File: src/rtl/rbb_pkg.sv
// Package: shared constants and types for the RAW12 Bayer binning unit.
`timescale 1ns / 1ps
`default_nettype none
package rbb_pkg;

    localparam int DEF_MAX_GROUPS = 2048;
    localparam int GROUP_W        = 24;
    localparam int SAMPLE_W       = 12;
    localparam int PIX_W          = 16;
    localparam int GPR_W          = 12;
    localparam int PAIRS_W        = 13;
    localparam int PAIR_W         = 12;
    localparam int LASTC_W        = 14;
    localparam int CFG_DATA_W     = 13;
    localparam int OUT_DATA_W     = 3 * PIX_W;
    localparam int FIFO_DEPTH     = 4;
    localparam int PTR_W          = $clog2(FIFO_DEPTH);
    localparam int CNT_W          = PTR_W + 1;

    localparam logic [PAIRS_W-1:0] PAIR_LIMIT = PAIRS_W'(4096);

    typedef enum logic [0:0] {
        CFG_GROUPS_PER_ROW = 1'b0,
        CFG_ROW_PAIRS      = 1'b1
    } cfg_idx_t;

    // Odd-row item handed from the front end to the back end
    typedef struct packed {
        logic               valid;
        logic [GROUP_W-1:0] grp;
        logic               row_end;
        logic               frame_end;
    } stage_t;

    typedef struct packed {
        logic [PIX_W-1:0] red;
        logic [PIX_W-1:0] green;
        logic [PIX_W-1:0] blue;
        logic             row_end;
        logic             frame_end;
    } pix_t;

    function automatic logic [SAMPLE_W-1:0] sample_low(input logic [GROUP_W-1:0] g);
        sample_low = {g[7:0], g[19:16]};
    endfunction

    function automatic logic [SAMPLE_W-1:0] sample_high(input logic [GROUP_W-1:0] g);
        sample_high = {g[15:8], g[23:20]};
    endfunction

endpackage
`default_nettype wire

File: src/rtl/rbb_front.sv
// Front end: config registers, row/column tracking, line store access.
`timescale 1ns / 1ps
`default_nettype none
module rbb_front #(
    parameter int MAX_GROUPS = rbb_pkg::DEF_MAX_GROUPS,
    parameter int COL_W      = (MAX_GROUPS > 1) ? $clog2(MAX_GROUPS) : 1
) (
    input  wire logic                            clk,
    input  wire logic                            rst_n,
    input  wire logic                            cfg_we,
    input  wire logic                            cfg_index,
    input  wire logic [rbb_pkg::CFG_DATA_W-1:0]  cfg_wdata,
    input  wire logic                            s_tvalid,
    output logic                                 s_tready,
    input  wire logic [rbb_pkg::GROUP_W-1:0]     s_tdata,
    input  wire logic [rbb_pkg::CNT_W-1:0]       fifo_count,
    output logic                                 ram_we,
    output logic                                 ram_re,
    output logic      [COL_W-1:0]                ram_addr,
    output rbb_pkg::stage_t                      stage
);
    import rbb_pkg::*;

    localparam logic [LASTC_W-1:0] MAX_G = LASTC_W'(MAX_GROUPS);

    logic [GPR_W-1:0]   gpr_reg;
    logic [PAIRS_W-1:0] pairs_reg;
    logic               odd_reg;
    logic [COL_W-1:0]   col_reg;
    logic [PAIR_W-1:0]  pair_reg;
    stage_t             stage_reg;
    stage_t             stage_next;

    logic [LASTC_W-1:0] g_eff;
    logic [LASTC_W-1:0] g_clamp;
    logic [LASTC_W-1:0] last_col;
    logic [PAIRS_W-1:0] p_eff;
    logic [PAIRS_W-1:0] p_clamp;
    logic [PAIR_W-1:0]  last_pair;
    logic               at_row_end;
    logic               at_frame_end;
    logic               accept;
    logic [CNT_W:0]     in_flight;

    always_comb
    begin
        g_eff    = (gpr_reg == '0) ? LASTC_W'(1) : LASTC_W'(gpr_reg);
        g_clamp  = (g_eff > MAX_G) ? MAX_G : g_eff;
        last_col = g_clamp - LASTC_W'(1);
        p_eff    = (pairs_reg == '0) ? PAIRS_W'(1) : pairs_reg;
        p_clamp  = (p_eff > PAIR_LIMIT) ? PAIR_LIMIT : p_eff;
        last_pair = PAIR_W'(p_clamp - PAIRS_W'(1));
    end

    assign at_row_end   = LASTC_W'(col_reg) >= last_col;
    assign at_frame_end = at_row_end && (pair_reg >= last_pair);

    // Credit: queue entries plus the item in the read stage
    assign in_flight = (CNT_W + 1)'(fifo_count) + (CNT_W + 1)'(stage_reg.valid);
    assign s_tready  = in_flight < (CNT_W + 1)'(FIFO_DEPTH);
    assign accept    = s_tvalid && s_tready;

    assign ram_we   = accept && !odd_reg;
    assign ram_re   = accept && odd_reg;
    assign ram_addr = col_reg;
    assign stage    = stage_reg;

    always_comb
    begin
        stage_next.valid     = accept && odd_reg;
        stage_next.grp       = s_tdata;
        stage_next.row_end   = at_row_end;
        stage_next.frame_end = at_frame_end;
    end

    always_ff @(posedge clk or negedge rst_n)
    begin
        if (!rst_n)
        begin
            gpr_reg   <= GPR_W'(1);
            pairs_reg <= PAIRS_W'(1);
            odd_reg   <= 1'b0;
            col_reg   <= '0;
            pair_reg  <= '0;
            stage_reg <= '0;
        end
        else
        begin
            if (cfg_we)
            begin
                case (cfg_idx_t'(cfg_index))
                    CFG_GROUPS_PER_ROW: gpr_reg   <= cfg_wdata[GPR_W-1:0];
                    CFG_ROW_PAIRS:      pairs_reg <= cfg_wdata;
                    default:            ;
                endcase
            end
            stage_reg.valid <= stage_next.valid;
            if (accept)
            begin
                stage_reg.grp       <= stage_next.grp;
                stage_reg.row_end   <= stage_next.row_end;
                stage_reg.frame_end <= stage_next.frame_end;
                if (at_row_end)
                begin
                    col_reg <= '0;
                    odd_reg <= !odd_reg;
                    if (odd_reg)
                    begin
                        pair_reg <= at_frame_end ? '0 : pair_reg + PAIR_W'(1);
                    end
                end
                else
                begin
                    col_reg <= col_reg + COL_W'(1);
                end
            end
        end
    end

endmodule
`default_nettype wire

File: config.mk
export PLATFORM = sky130hd
export DESIGN_NAME = rbb_front
export DESIGN_NICKNAME = d
export VERILOG_FILES = /design/src/rtl/rbb_pkg.sv /design/src/rtl/rbb_front.sv
export SDC_FILE = /design/constraint.sdc
export NUM_CORES = 1
export LEC_CHECK = 0
export ABC_AREA = 1
export BUFFER_PORTS_ARGS = -buffer_cell sky130_fd_sc_hd__buf_4
export CAP_MARGIN = 20
export CORE_ASPECT_RATIO = 0.8
export CORE_MARGIN = 1
export CORE_UTILIZATION = 33
export CTS_CLUSTER_DIAMETER = 50
export DETAILED_ROUTE_END_ITERATION = 16
export PLACE_DENSITY_LB_ADDON = 0.3
export SYNTH_ARGS = -nofsm -noshare
export SYNTH_HDL_FRONTEND = slang
export SYNTH_SLANG_ARGS = --single-unit
File: constraint.sdc
create_clock -name clk -period 10.1 [get_ports clk]
set_clock_uncertainty 0.15 [all_clocks]
set_input_delay 1.01 -clock clk [delete_from_list [all_inputs] [get_ports clk]]
set_output_delay 1.01 -clock clk [all_outputs]
set_load 0.02 [all_outputs]
==> flow_summary.toml <==
[synth]
yosysTopAreaCell = "dfrtp_1"
yosys_warnings = 0
synthCells = 597
ys_seq_area_share_pct = 41.93
synth_cell_types = 34
synth-edff-count = 0
synth.cell_area_sq_mm = 0.004542
synth_area_per_cell_sq_um = 7.608
synth_nets = 669
ys_ff_latch = 76
synth_top_cell_area_share_pct = 40.77
synthArstFlopShare_pct = 100.0
ys.flop_type = "dfrtp_1"
netlist_top_cells_area = "dfrtp_1 41%, nand2_1 17%, ha_1 7.4%"

[timing]
slew_viol_final = 0
tightest_slew_ns = 0.8751
finalSetupTns_ns = 0
rsz0062_at_grt = "no"
fin_crit_sh_pct = 41.94
fmax_mhz = 236.1
setup_viol = 0
hold_viol = 0
finalCriticalPeriod_ns = 4.236
maxSlewHeadroom_pct = 41.59

[cts]
hold_buffers = 0
insertion_delay_ns = 0.33
htreeDepth = 3
cts_repair_resize_count = 0
cts_tree = "built"
numCtsBuffers = 9
post_cts_buffers = 0
path_clk_slew_ns = 0.06
root_buffer = "clkbuf_16"
clock_sinks = 76
clk_path_buf_depth = 2

[global_routing]
grt_antenna_before_repair = 0
grt_pass1_wl_mm = 18.23
grt_max_degree = 77
grt_pass1_vias = 3829
globalRoute.totalOverflow = 0
grt_usage_pct = 15.93

[setup_path]
start_kind = "flip-flop"
critPathMaxFanout = 13
critical_path_class = "flip-flop to flip-flop"
cp_cell_sequence = "nor4_1 > nand4_1 > nand2_2 > o21ai_0 > ha_1 > nand3_1 > a21oi_4 > nand2_1 > nand3_1 > nand2_1 > inv_1 > ha_1 > nand2_1 > inv_1 > nand3_1 > o311ai_0 > nand3_1 > nand3_1 > nand2_1"
worst_setup_path_end_kind = "flip-flop"
crit_slowest_cell = "o311ai_0"
cp_data_arrival_time_ns = 4.31
crit_required_ns = 10.17
cp_common_cell = "nand3_1"
slowest_delay_ns = 0.58

[route]
via_count = 3960
ant_nets = 0
drt_iter0_drc = 258
routedWlPerCell_um = 12.35
drc = 0
wl_mm = 10.62
viasPerCell = 4.605
firstDrtPassIters = 4

[floorplanning]
core_sq_mm = 0.01315
die_w_um = 133.2
rows = 37
die_h_um = 106.9
io_pins = 86
initial_core_util_pct = 34.55
die_area_sq_mm = 0.01424

[hold_path]
holdCritPathClass = "flip-flop to flip-flop"

[pwr]
p_leak_nw = 3.206
powerDensity_mw_per_mm2 = 200.7
vdd_drop_max_uv = 89.88

[finish]
largest_reg_flops = 27
antenna_cells = 0
area_growth_pct = 25.23
drive_above_1_share_pct = 18.25
final_net_count = 752
postLayoutCoreUtil_pct = 43.26
final_common_cell = "nand2_1"
final_cell_mix = "202 x nand2_1, 88 x inv_1, 86 x buf_4, 74 x dfrtp_1, 37 x o21ai_0"

[place]
dp_hpwl_mm = 7.907
gp_congestion = 0.8519
portBuffers = 85

[job]
max_cap_viol_count = 0

[status]
status = "complete, no violations"
==> cell usage after synthesis, types with 7 or more instances <==
master,number
nand2_1,202
inv_1,88
dfrtp_1,74
o21ai_0,37
nor2_1,33
nand3_1,31
ha_1,27
xor2_1,20
clkbuf_1,10
nor3_1,10
xnor2_1,10
a21oi_1,9
nand2_2,7
nand4_1,7
==> worst paths after layout <==
check	start	to	slack (ns)	depth (start not counted)
hold reg to reg	stage[14]	stage[14]	0.33	2
hold / removal	stage[14]	stage[14]	0.33	2
setup reg to reg	pairs_reg[8]	pair_reg[10]	5.86	19
max in group asynchronous	rst_n	gpr_reg[0]	8.76	2
setup / recovery	pairs_reg[8]	pair_reg[10]	5.86	19
min in group asynchronous	rst_n	gpr_reg[7]	0.43	1
==> critical path: cells and delay by family, from the launching register on <==
| kind | cells | cell delay [ns] |
|---|---|---|
| AND/OR/NAND/NOR | 12 | 2.12 |
| AO/OA/AOI/OAI | 3 | 0.82 |
| adder cells (fa/ha/maj) | 2 | 0.50 |
| flip-flops | 1 | 0.42 |
| buffers and inverters | 2 | 0.10 |
==> cell type report <==
class                           instances  area [sq um]
Clock inverter                          5         81.33
Clock buffer                           11         252.7
Sequential cell                        76          1904
Timing Repair Buffer                   87         673.1
Fill cell                            1326          7460
Tap cell                              175         219.0
Inverter                               89         334.1
Multi-Input combinational cell        417          2223
==> per-stage QoR <==
stage	total power, mW	instances	instance area, sq um	setup WS (ns)	hold WS [ns]
after global placement	0.7750	843	5326	6.145	0.3075
after detailed placement	0.7883	843	5326	5.884	0.3134
after global routing	1.220	860	5688	5.463	0.3530
after floorplan	0.6596	597	4542	6.621	0.3192
final	1.142	860	5688	5.864	0.3256
after CTS	1.153	859	5660	5.883	0.3262
==> report_power, final <==
group | switching (mW) | leakage [nW] | internal [mW]
combinational | 0.217 | 2.09 | 0.152
clock | 0.128 | 0.162 | 0.230
sequential | 0.0570 | 0.959 | 0.357
total | 0.402 | 3.21 | 0.739
==> per-layer routing <==
metal  GRT usage (%)  vias to the layer above  part of all wire [%]
li1                -                     2022                     -
met1           22.00                     1833                    50
met2           25.28                       95                    44
met3           3.499                       10                   5.0
met4           3.977                        0                  0.89
met5               0                        -                     0
==> cell families (layout without fill, tap and decap cells) <==
group,count (synthesis),in the layout,share of synthesized area (%)
AO/OA/AOI/OAI,58,58,7.356
buffers and inverters,104,192,9.174
XOR/XNOR,30,30,5.785
flip-flops,76,76,41.93
AND/OR/NAND/NOR,302,302,28.32
adder cells (fa/ha/maj),27,27,7.438
No activity file was read; power rests on OpenSTA's default activity.
