$ cat config.mk
export PLATFORM = sky130hd
export DESIGN_NAME = rbb_back
export DESIGN_NICKNAME = d
export VERILOG_FILES = /design/src/rtl/rbb_pkg.sv /design/src/rtl/rbb_back.sv
export SDC_FILE = /design/constraint.sdc
export NUM_CORES = 1
export LEC_CHECK = 0
export BUFFER_PORTS_ARGS = -buffer_cell sky130_fd_sc_hd__buf_2
export CAP_MARGIN = 20
export CORE_MARGIN = 2
export CORE_UTILIZATION = 25
export CTS_CLUSTER_DIAMETER = 40
export DETAILED_ROUTE_END_ITERATION = 8
export SETUP_SLACK_MARGIN = 0.4
export SKIP_LAST_GASP = 1
export SLEW_MARGIN = 20
export SYNTH_ARGS = -nofsm -noshare
export SYNTH_HDL_FRONTEND = slang
export SYNTH_SLANG_ARGS = --single-unit
$ cat constraint.sdc
create_clock -name clk -period 2.1 [get_ports clk]
set_input_delay 0.42 -clock clk [delete_from_list [all_inputs] [get_ports clk]]
set_output_delay 0.42 -clock clk [all_outputs]
set_load 0.05 [all_outputs]
$ cat src/rtl/rbb_pkg.sv
// Package: shared constants and types for the RAW12 Bayer binning unit.
`timescale 1ns / 1ps
`default_nettype none
package rbb_pkg;

    localparam int DEF_MAX_GROUPS = 2048;
    localparam int GROUP_W        = 24;
    localparam int SAMPLE_W       = 12;
    localparam int PIX_W          = 16;
    localparam int GPR_W          = 12;
    localparam int PAIRS_W        = 13;
    localparam int PAIR_W         = 12;
    localparam int LASTC_W        = 14;
    localparam int CFG_DATA_W     = 13;
    localparam int OUT_DATA_W     = 3 * PIX_W;
    localparam int FIFO_DEPTH     = 4;
    localparam int PTR_W          = $clog2(FIFO_DEPTH);
    localparam int CNT_W          = PTR_W + 1;

    localparam logic [PAIRS_W-1:0] PAIR_LIMIT = PAIRS_W'(4096);

    typedef enum logic [0:0] {
        CFG_GROUPS_PER_ROW = 1'b0,
        CFG_ROW_PAIRS      = 1'b1
    } cfg_idx_t;

    // Odd-row item handed from the front end to the back end
    typedef struct packed {
        logic               valid;
        logic [GROUP_W-1:0] grp;
        logic               row_end;
        logic               frame_end;
    } stage_t;

    typedef struct packed {
        logic [PIX_W-1:0] red;
        logic [PIX_W-1:0] green;
        logic [PIX_W-1:0] blue;
        logic             row_end;
        logic             frame_end;
    } pix_t;

    function automatic logic [SAMPLE_W-1:0] sample_low(input logic [GROUP_W-1:0] g);
        sample_low = {g[7:0], g[19:16]};
    endfunction

    function automatic logic [SAMPLE_W-1:0] sample_high(input logic [GROUP_W-1:0] g);
        sample_high = {g[15:8], g[23:20]};
    endfunction

endpackage
`default_nettype wire

$ cat src/rtl/rbb_back.sv
// Back end: bins stored and current groups into RGB, output queue.
`timescale 1ns / 1ps
`default_nettype none
module rbb_back (
    input  wire logic                          clk,
    input  wire logic                          rst_n,
    input  wire rbb_pkg::stage_t               stage,
    input  wire logic [rbb_pkg::GROUP_W-1:0]   stored,
    output logic      [rbb_pkg::CNT_W-1:0]     fifo_count,
    output logic                               m_tvalid,
    input  wire logic                          m_tready,
    output logic      [rbb_pkg::OUT_DATA_W-1:0] m_tdata,
    output logic                               m_tlast,
    output logic                               m_tuser
);
    import rbb_pkg::*;

    pix_t             pix;
    pix_t             fifo_mem [FIFO_DEPTH];
    pix_t             head;
    logic [PTR_W-1:0] wr_ptr_reg;
    logic [PTR_W-1:0] rd_ptr_reg;
    logic [CNT_W-1:0] count_reg;
    logic [CNT_W-1:0] count_next;
    logic             push;
    logic             pop;

    always_comb
    begin
        pix.red       = {sample_high(stored), 4'b0000};
        pix.green     = {1'b0, sample_low(stored), 3'b000}
                      + {1'b0, sample_high(stage.grp), 3'b000};
        pix.blue      = {sample_low(stage.grp), 4'b0000};
        pix.row_end   = stage.row_end;
        pix.frame_end = stage.frame_end;
    end

    assign push = stage.valid;
    assign pop  = m_tvalid && m_tready;

    always_comb
    begin
        count_next = count_reg;
        case ({push, pop})
            2'b10:   count_next = count_reg + CNT_W'(1);
            2'b01:   count_next = count_reg - CNT_W'(1);
            default: count_next = count_reg;
        endcase
    end

    always_ff @(posedge clk or negedge rst_n)
    begin
        if (!rst_n)
        begin
            wr_ptr_reg <= '0;
            rd_ptr_reg <= '0;
            count_reg  <= '0;
        end
        else
        begin
            if (push)
            begin
                wr_ptr_reg <= wr_ptr_reg + PTR_W'(1);
            end
            if (pop)
            begin
                rd_ptr_reg <= rd_ptr_reg + PTR_W'(1);
            end
            count_reg <= count_next;
        end
    end

    always_ff @(posedge clk)
    begin
        if (push)
        begin
            fifo_mem[wr_ptr_reg] <= pix;
        end
    end

    assign head       = fifo_mem[rd_ptr_reg];
    assign fifo_count = count_reg;
    assign m_tvalid   = count_reg != '0;
    assign m_tdata    = {head.blue, head.green, head.red};
    assign m_tlast    = head.row_end;
    assign m_tuser    = head.frame_end;

endmodule
`default_nettype wire

==> metrics.txt, run 1 <==
CTS tree yes; status complete, but fails checks; Top delay family on crit path flip-flops; Synth top area share 69.8%; post-synthesis sequential area ratio 72.4%; vias per cell 4.31; max FFs per register 156; IR drop worst, VDD 0.530 mV; DR pass1 iterations 5; EDFF count, synth 156; internal power 0.00867 W; starting density of the core 25.6%; layout cells sized above 1 48.2%; Crit Path Category reg2out; detailed placement HPWL 9170 um; All-Layer GR Usage 10.1%; Layout area overhead 33.1%; CP Launch Type flip-flop; sequential share of power 32.7%; Clock power frac 21.5%; via count 3,537; Root Buffer clkbuf_16; TritonCTS buffer count 17; # rows 59; I/O pin total 108; Commonest cells post-synth edfxtp_1 (156), mux4_2 (39), ha_1 (17); Peak Freq 0.435 GHz; Cells after Synth 336; async set or reset register ratio after synthesis 4.29%; I/O Buffers 96; Final Hold Fails 0; post-route cell area 8940 sq um; Buf+Inv Stages, Crit Path 3; post-layout total power 0.0138 W; Gate power share 45.9%; dominant cells by area after synthesis edfxtp_1 (70%), mux4_2 (13%), ha_1 (3.2%); Worst setup EP type primary output; Synth warnings 0; leak pwr 3.19 nW; power per cell area 1550 nW/um^2; P_sw 0.00517 W; Cell variety after synth 43; die height 168 um; worst skew pair latency 420 ps; WL/cell 17.3 um; final setup vio count 39; number of global-route vias before repair 3,829; Mapped Area 6710 sq um; grt peak-use layer met2; initial antenna violation count 0; average size of a mapped cell 20.0 sq um; ys flop type edfxtp_1; min Tclk post-route 2300 ps; worst hold path class in2reg; cell chain of the critical path buf_4 > clkbuf_16 > mux4_2 > buf_6; clk slew on worst S/H paths 70 ps; Post-Place Cell Area 7860 sq um; largest area contributor in the netlist edfxtp_1; die area 28,200 sq um; CP max FO 6; GR met1 Demand/Resource 11.9%; diode count 0; total wire length 14,200 um; Max Slew Vio Count 0; antenna-violating nets left 0; placer's final routability congestion estimate 0.719; failing checks negative setup slack; largest net degree at the start of global routing 41; GR Util met2 17.8%; max cap viols 0; DRT iter0 DRCs 226; clock sink count 163; core area 26,200 sq um; Setup WS post-layout -201 ps; most frequent cell after synthesis edfxtp_1; clock buffer depth 2; die span in x 168 um; post-route clock period utilization 110%; GRT overflow 0; switching part of the total power 37.3%; Yosys reg bits 163; DRC viols 0; CP max stage cell dfrtp_4; RSZ-0062 raised after global routing true; CTS H-tree lvls 4; grt met3 use 2.80%; global-route wire length before repair 21,300 um; WP data arrival 1880 ps; CP max stage delay 520 ps; final net count 545; Setup Skew 6.77 ps; Critical Path RT 1680 ps; largest register by flop count fifo_mem
[power groups by stage]
stage | clock, W | combinational, W | sequential [W]
6_report | 0.00297 | 0.00634 | 0.00452
4_1_cts | 0.00307 | 0.00580 | 0.00454
5_1_grt | 0.00320 | 0.00670 | 0.00458
3_5_place_dp | 0 | 0.00522 | 0.00461
3_3_place_gp | 0 | 0.00514 | 0.00455
2_1_floorplan | 0 | 0.00394 | 0.00463
[layout make-up]
class,instances,area (sq um)
clock buffers,17,425
clock inverters,15,139
fillers,2474,17300
inverters,8,30.0
multi-input cells,153,1920
flip-flops and latches,163,4870
well taps,335,419
repair buffers,129,1140
[through the flow]
| stage | worst slack [ps] | utilization [%] | std cells | hold WS, ps | setup TNS (ps) |
|---|---|---|---|---|---|
| floorplan | 55.7 | - | 346 | 124 | 0 |
| global placement | -91.1 | 30.0 | 773 | 266 | -364 |
| detailed placement | -119 | 30.0 | 773 | 266 | -476 |
| CTS | -248 | 33.1 | 814 | 194 | -7740 |
| global route | -272 | 34.1 | 820 | 199 | -9190 |
| finish | -201 | 34.1 | 820 | 222 | -6480 |
[metal layers]
metal	wire [um]	up-vias
met4	140	0
met1	5870	1814
met5	0	-
met2	7550	95
met3	592	10
li1	-	1618
[cells in the final DEF, fill, tap and decap left out, drive strengths merged, types with 3 or more instances in the layout]
cell	Yosys	final
nand2b	3	3
dfrtp	7	7
nand3	5	5
conb	1	11
a21o	5	5
and2	7	7
buf	18	125
nor2	5	5
clkinv	0	9
ha	17	17
a21oi	8	8
clkbuf	4	20
xor2	5	5
inv	8	11
o21ai	5	5
xnor2	8	8
or4	3	3
nand2	6	6
mux4	39	39
edfxtp	156	156
[worst paths after layout]
path	depth (start not counted)	slack, ps	to	from
min	1	220	fifo_mem[3][32]$_DFFE_PP_	stored[22]
max reg2reg	8	270	fifo_count[2]$_DFFE_PN0P_	fifo_count[2]$_DFFE_PN0P_
min in group asynchronous	2	370	wr_ptr_reg[1]$_DFFE_PN0P_	rst_n
min reg2reg	1	550	wr_ptr_reg[0]$_DFFE_PN0P_	wr_ptr_reg[0]$_DFFE_PN0P_
max in group asynchronous	2	1550	rd_ptr_reg[0]$_DFFE_PN0N_	rst_n
max	4	-200	m_tdata[12]	rd_ptr_reg[0]$_DFFE_PN0N_
[cell families after synthesis]
group | after synthesis | synth area share (%)
fa+ha+maj | 19 | 3.77
flops | 163 | 72.4
compound gates | 32 | 3.28
other cells | 1 | 0.0559
simple gates | 38 | 3.19
buf+inv | 30 | 2.37
xor+xnor | 13 | 1.70
mux | 40 | 13.3
[what timing repair did]
item / 4_1_cts / 5_1_grt
cloned: 1 / 3
gates resized for setup: 48 / 50
pin swaps: 6 / 1
endpoints found under the hold margin: 7 / 0
setup buffers: 7 / 3
endpoints found under the setup margin: 46 / 66
hold buffers: 1 / 0
Note: power is estimated with default switching activity, not from simulation.
==> run 2, diff against run 1 <==
--- a/config.mk
+++ b/config.mk
@@ -7,10 +7,13 @@
 export LEC_CHECK = 0
 export BUFFER_PORTS_ARGS = -buffer_cell sky130_fd_sc_hd__buf_2
 export CAP_MARGIN = 20
+export CELL_PAD_IN_SITES_DETAIL_PLACEMENT = 0
+export CELL_PAD_IN_SITES_GLOBAL_PLACEMENT = 1
 export CORE_MARGIN = 2
 export CORE_UTILIZATION = 25
 export CTS_CLUSTER_DIAMETER = 40
 export DETAILED_ROUTE_END_ITERATION = 8
+export PLACE_DENSITY_LB_ADDON = 0.1
 export SETUP_SLACK_MARGIN = 0.4
 export SKIP_LAST_GASP = 1
 export SLEW_MARGIN = 20
==> metrics.txt, run 2 (synthesis gave the netlist of run 1 again) <==
antenna-violating nets left 0; number of global-route vias before repair 3,746; DRC viols 0; max cap viols 0; status complete, but fails checks; I/O pin total 108; DR pass1 iterations 4; CP Launch Type flip-flop; RSZ-0062 raised after global routing true; DRT iter0 DRCs 120; Final Hold Fails 0; worst skew pair latency 420 ps; Final TNS setup -6650 ps; total wire length 14,300 um; min Tclk post-route 2310 ps; failing checks negative setup slack; commonest non-fill, non-tap cell in the layout edfxtp_1; via count 3,467; switching part of the total power 38.3%; worst hold path class in2reg; CTS H-tree lvls 4; CP max stage cell mux4_2; GR met1 Demand/Resource 11.6%; Gate power share 43.1%; All-Layer GR Usage 10.4%; WL/cell 17.6 um; diode count 0; TritonCTS buffer count 17; beginning of the worst hold path stored[20]; die area 28,200 sq um; WP data arrival 1890 ps; grt peak-use layer met2; initial antenna violation count 0; final setup vio count 39; Root Buffer clkbuf_16; cell chain of the critical path buf_16 > mux4_2 > buf_2; clock buffer depth 2; CP max stage delay 540 ps; power per cell area 1520 nW/um^2; setup slack at placement -151 ps; vias per cell 4.26; P_sw 0.00513 W; Crit Path Category reg2out; Clock power frac 23.2%; Layout area overhead 31.0%; CP max FO 22; Peak Freq 0.434 GHz; clock sink count 163; placed insts 772; Min Hold Slack 215 ps; leak pwr 3.13 nW; largest net degree at the start of global routing 40; Setup WS post-layout -207 ps; Worst setup EP type primary output; placer's final routability congestion estimate 0.663; die span in x 168 um; I/O Buffers 96; layout cells sized above 1 49.0%; internal power 0.00824 W; GR Util met2 18.9%; starting density of the core 25.6%; GRT overflow 0; IR drop worst, VDD 0.550 mV; Post-Place Cell Area 7890 sq um; grt met3 use 3.46%; Critical Path RT 1680 ps; largest register by flop count fifo_mem; clk slew on worst S/H paths 70 ps; die height 168 um; Setup Skew 9.33 ps; worst r2r src fifo_count[0]$_DFFE_PN0P_; post-route clock period utilization 110%; CTS tree yes; Layout Cells excl Fill 813; commonest cells after routing, fill and taps aside edfxtp_1 (156), buf_2 (76), mux4_2 (39); post-route cell area 8790 sq um; sequential share of power 33.7%; fillcell total 2,497; Max Slew Vio Count 0; CP startpoint rd_ptr_reg[0]$_DFFE_PN0N_; detailed placement HPWL 8770 um; max FFs per register 156; global-route wire length before repair 21,600 um; # rows 59; final net count 538; core area 26,200 sq um
## run 2: changes by cell type in the layout (fill, tap and decap cells not counted), sizes merged
cell / previous run / this run
buf: 125 / 120
clkbuf: 20 / 18
clkinv: 9 / 4
clkinvlp: 1 / 2
inv: 11 / 15
## run 2: repair_timing
item / 4_1_cts / 5_1_grt
hold buffers: 1 / 0
endpoints found under the setup margin: 46 / 62
buffers inserted: 4 / 2
gates cloned: 0 / 2
hold endpoints to repair: 7 / 0
gates resized for setup: 7 / 61
pin swaps: 1 / 1
## run 2: metal layers
| layer | routed length, um | vias up |
|---|---|---|
| li1 | - | 1606 |
| met1 | 5980 | 1778 |
| met2 | 7600 | 74 |
| met3 | 624 | 9 |
| met4 | 138 | 0 |
| met5 | 0 | - |
## run 2: layout make-up
cell class | instances | area, sq um | share of cell area, %
inverter | 8 | 30.0 | 0.342
multi-input combinational | 153 | 1950 | 22.2
timing repair buffer | 122 | 931 | 10.6
clock buffer | 17 | 425 | 4.84
sequential | 163 | 4870 | 55.4
clock inverter | 15 | 170 | 1.94
tap | 335 | 419 | 4.77
## run 2: final timing paths
check / end / slack, ps / cells after the start
max in group asynchronous: rd_ptr_reg[0]$_DFFE_PN0N_ / 1550 / 2
worst min-delay path: fifo_mem[0][30]$_DFFE_PP_ / 210 / 1
worst max register to register: fifo_count[2]$_DFFE_PN0P_ / 300 / 8
min in group asynchronous: rd_ptr_reg[0]$_DFFE_PN0N_ / 370 / 2
worst min register to register: wr_ptr_reg[0]$_DFFE_PN0P_ / 530 / 1
worst max-delay path: m_tdata[40] / -210 / 3
## run 2: stage by stage
stage / utilization (%) / power, W
after floorplan: - / 0.00856
after global placement: 30.1 / 0.00986
after detailed placement: 30.1 / 0.00990
after CTS: 32.7 / 0.0131
after global routing: 33.5 / 0.0140
final: 33.5 / 0.0134
## run 2: power by group through the flow
| stage | clock [W] | combinational, W | sequential (W) |
|---|---|---|---|
| floorplan | 0 | 0.00394 | 0.00463 |
| global placement | 0 | 0.00530 | 0.00456 |
| detailed placement | 0 | 0.00530 | 0.00459 |
| CTS | 0.00319 | 0.00541 | 0.00452 |
| global route | 0.00334 | 0.00614 | 0.00456 |
| finish | 0.00310 | 0.00577 | 0.00451 |
## run 2: critical path, delay by kind of cell (launching register included)
kind                   cells  cell delay [ps]
multiplexers               1              540
flip-flops                 1              460
buffers and inverters      2              450
